===== config.mk =====
export PLATFORM = sky130hd
export DESIGN_NAME = rbst_wide_mul
export DESIGN_NICKNAME = d
export VERILOG_FILES = /design/src/rtl/rbst_wide_mul.sv
export SDC_FILE = /design/constraint.sdc
export NUM_CORES = 2
export LEC_CHECK = 0
export BUFFER_PORTS_ARGS = -buffer_cell sky130_fd_sc_hd__clkbuf_2
export CAP_MARGIN = 20
export CORE_MARGIN = 4
export CORE_UTILIZATION = 45
export CTS_CLUSTER_DIAMETER = 200
export CTS_CLUSTER_SIZE = 28
export DETAILED_ROUTE_END_ITERATION = 8
export HOLD_SLACK_MARGIN = 0.12
export PLACE_DENSITY_LB_ADDON = 0.1
export SLEW_MARGIN = 15
export SYNTH_ARGS = -nofsm -noshare
export SYNTH_HDL_FRONTEND = slang
export SYNTH_SLANG_ARGS = --single-unit

===== constraint.sdc =====
create_clock -name clk -period 7.44 [get_ports clk]
set_input_delay 0.372 -clock clk [delete_from_list [all_inputs] [get_ports clk]]
set_output_delay 0.372 -clock clk [all_outputs]
set_load 0.01 [all_outputs]

===== src/rtl/rbst_wide_mul.sv =====
// Two-stage unsigned multiplier built from four narrower partial products.
`timescale 1ns / 1ps

module rbst_wide_mul #(
  parameter int WA = 33,
  parameter int LO = 17
) (
  input  logic              clk,
  input  logic              en,
  input  logic [WA-1:0]     a,
  input  logic [WA-1:0]     b,
  output logic [2*WA-1:0]   p
);

  localparam int HI = WA - LO;
  localparam int PW = 2 * WA;

  logic [2*LO-1:0]    pp_ll;
  logic [LO+HI-1:0]   pp_lh;
  logic [LO+HI-1:0]   pp_hl;
  logic [2*HI-1:0]    pp_hh;
  logic [PW-1:0]      p_next;

  // Stage one: partial products of the low and high halves
  always_ff @(posedge clk) begin
    if (en) begin
      pp_ll <= a[LO-1:0]  * b[LO-1:0];
      pp_lh <= a[LO-1:0]  * b[WA-1:LO];
      pp_hl <= a[WA-1:LO] * b[LO-1:0];
      pp_hh <= a[WA-1:LO] * b[WA-1:LO];
    end
  end

  // Stage two: align and sum the partials
  always_comb begin
    p_next = (PW'(pp_hh) << (2 * LO))
           + ((PW'(pp_lh) + PW'(pp_hl)) << LO)
           + PW'(pp_ll);
  end

  always_ff @(posedge clk) begin
    if (en) begin
      p <= p_next;
    end
  end

endmodule


==> out/qor.yml <==
status: "completed"
worst_hold_path_type: "in -> reg"
rr_endpoint: "p[61]$_DFFE_PP_"
synth_compound_area_frac: 0.0671
synth_top_family_by_area: "adder cells"
cts_setup_buffers: 0
drive_gt1_frac: 0.0620
worstHoldPathCells: 1
finClkSkew_ns: 0.0173
cts_tree: "built"
synthArstFlopShare: 0
maxSlewViolCount: 0
cp-start-kind: "input port"
grt-ovfl-total: 0
dpl_cell_area_mm2: 0.0473
clkSlewWorstSetupHoldPaths_ns: 0.08
yosysTopAreaCellShare: 0.373
gp_congestion: 0.885
drtPass1Iterations: 7
dp_hpwl_mm: 99.9
yosysWarnings: 0
yosysSeqAreaShare: 0.132
layout_commonest_cell: "inv_1"
required_ns: 7.68
r2r_cells: 22
maxCapViolations: 0
clock_path_buffers: 2
numPortBuffers: 133
final_hold_viol_count: 0
grt_start_max_net_pins: 114
grt_usage: 0.241
rows: 115
clock_latency_ns: 0.51
nets: 6220
worstPathMaxFanout: 20
post_cts_resize_count: 0
max_freq_ghz: 0.156
tightest_slew_ns: 0.900
syn-cell-area_mm2: 0.0449
synth_fa_ha_area_frac: 0.509
synthTopCellsByArea: "fa_1, ha_1, edfxtp_1"
drtIter0Drc: 1547
met2_usage: 0.411
cts_root_buf: "clkbuf_16"
slew_headroom: 0.384
ys_seq_elements: 198
h-tree-depth: 4
routedWlPerCell_um: 20.0
fin_crit_ns: 6.41
netlist_instances: 4777
antenna_found_initial: 11
synth-edff-count: 198
wl_mm: 122
crit_path_end_kind: "flop"
area_growth_pct: 6.74
grt_util_met1: 0.319
syn-num-nets: 6170
drt.antenna.violating_nets: 0
final_cell_mix: "inv_1, fa_1, nand2_1, and2_1, ha_1"
synth.avg_cell_area_um2: 9.40
io_pins: 134
hold_slack_ns: 0.381
synth_cell_type_count: 67
grt_pass1_wl_mm: 193
finalSetupTns_ns: 0
coreArea_mm2: 0.0987
die_area_mm2: 0.105
die-width_um: 324
synth_simple_gate_area_share: 0.154
synthMuxAreaShare: 0
cts_sinks: 198
critPathKind: "in -> reg"
drcViolationCount: 0
r2r_slack_ns: 1.41
vias: 32010
drt-vias-per-instance: 5.22
die_y_um: 324
grt_pass1_vias: 33701
setup_viol: 0
synth_area_leader_cell: "fa_1"
numCtsBuffers: 17
fin_ws_ns: 1.03
critPathArrivalTime_ns: 6.65
synth_xor_area_frac: 0.0374
holdCritStartpoint: "en"
r2r-start: "pp_lh[1]$_DFFE_PP_"
rsz0062_at_grt: "no"
grt.busiest_layer: "met2"
postCtsHoldBufs: 0
period_share: 0.861
yosys_most_used_dff: "edfxtp_1"
design_area_mm2: 0.0479
place_ws_ns: 0.550
min_delay_worst_endpoint: "p[58]$_DFFE_PP_"
start_util: 0.455
use_met3: 0.0346
worst max-delay path, stage by stage:
cell and delay, ns:
clkbuf_2 0.51, nand2_1 0.14, fa_1 0.42, fa_1 0.51, inv_1 0.05, fa_1 0.49, fa_1 0.50, fa_1 0.49
inv_1 0.05, fa_1 0.47, inv_1 0.04, ha_1 0.33, inv_1 0.09, or4_1 0.52, o21ai_1 0.23, a31oi_1 0.20
o31ai_1 0.30, o211ai_1 0.27, o21bai_1 0.34, a31oi_1 0.15, xnor2_1 0.15
synth_stat cells, types with 19 or more instances:
cell type  number
clkbuf_1      216
nor2_1         65
and2_1        503
xnor2_1       137
inv_1         975
and3_1         20
nand2b_1       24
a21o_1         93
o21ai_0        73
nand3_1        44
fa_1          836
a21oi_1       160
edfxtp_1      198
xor2_1         53
nand2_1       667
ha_1          489
o21a_1         19
worst max-delay path by stage:
stage	end	slack (ns)	startpoint
after floorplan	pp_lh[32]$_DFFE_PP_	1.24	a[12]
after CTS	pp_lh[32]$_DFFE_PP_	1.11	a[6]
after global placement	pp_lh[32]$_DFFE_PP_	0.59	b[23]
after global routing	pp_ll[31]$_DFFE_PP_	0.72	b[5]
after detailed placement	pp_hl[32]$_DFFE_PP_	0.55	a[21]
final	pp_lh[28]$_DFFE_PP_	1.03	a[6]
per-stage QoR:
stage          cells   util
2_1_floorplan   4777      -
3_3_place_gp    6095  0.479
3_5_place_dp    6095  0.479
4_1_cts         6127  0.486
5_1_grt         6127  0.486
6_report        6128  0.486
flip-flops by register name, summed over array words and instances (netlist names):
signal,count
p,66
pp_ll,34
pp_hl,33
pp_lh,33
pp_hh,32
layer usage:
metal  part of all wire  vias up
li1                   -    14753
met4              0.033        8
met1               0.43    16403
met3              0.047      141
met2               0.49      705
met5            0.00047        -
cell families after synthesis:
family                   count (synthesis)
AND/OR/NAND/NOR                       1403
flip-flops                             198
adder cells (fa/ha/maj)               1325
XOR/XNOR                               191
buffers and inverters                 1193
AO/OA/AOI/OAI                          467
final cells by class:
class	count	area [um2]
Clock inverter	15	195
Sequential cell	198	5950
Antenna cell	1	2.50
Timing Repair Buffer	249	1620
Inverter	975	3660
Tap cell	1287	1610
Fill cell	9589	50800
Multi-Input combinational cell	3386	34500
Clock buffer	17	425
Power is left out: the tool's default activity adds up to more than one toggle a clock period on the data nets, which glitch-free logic cannot reach.
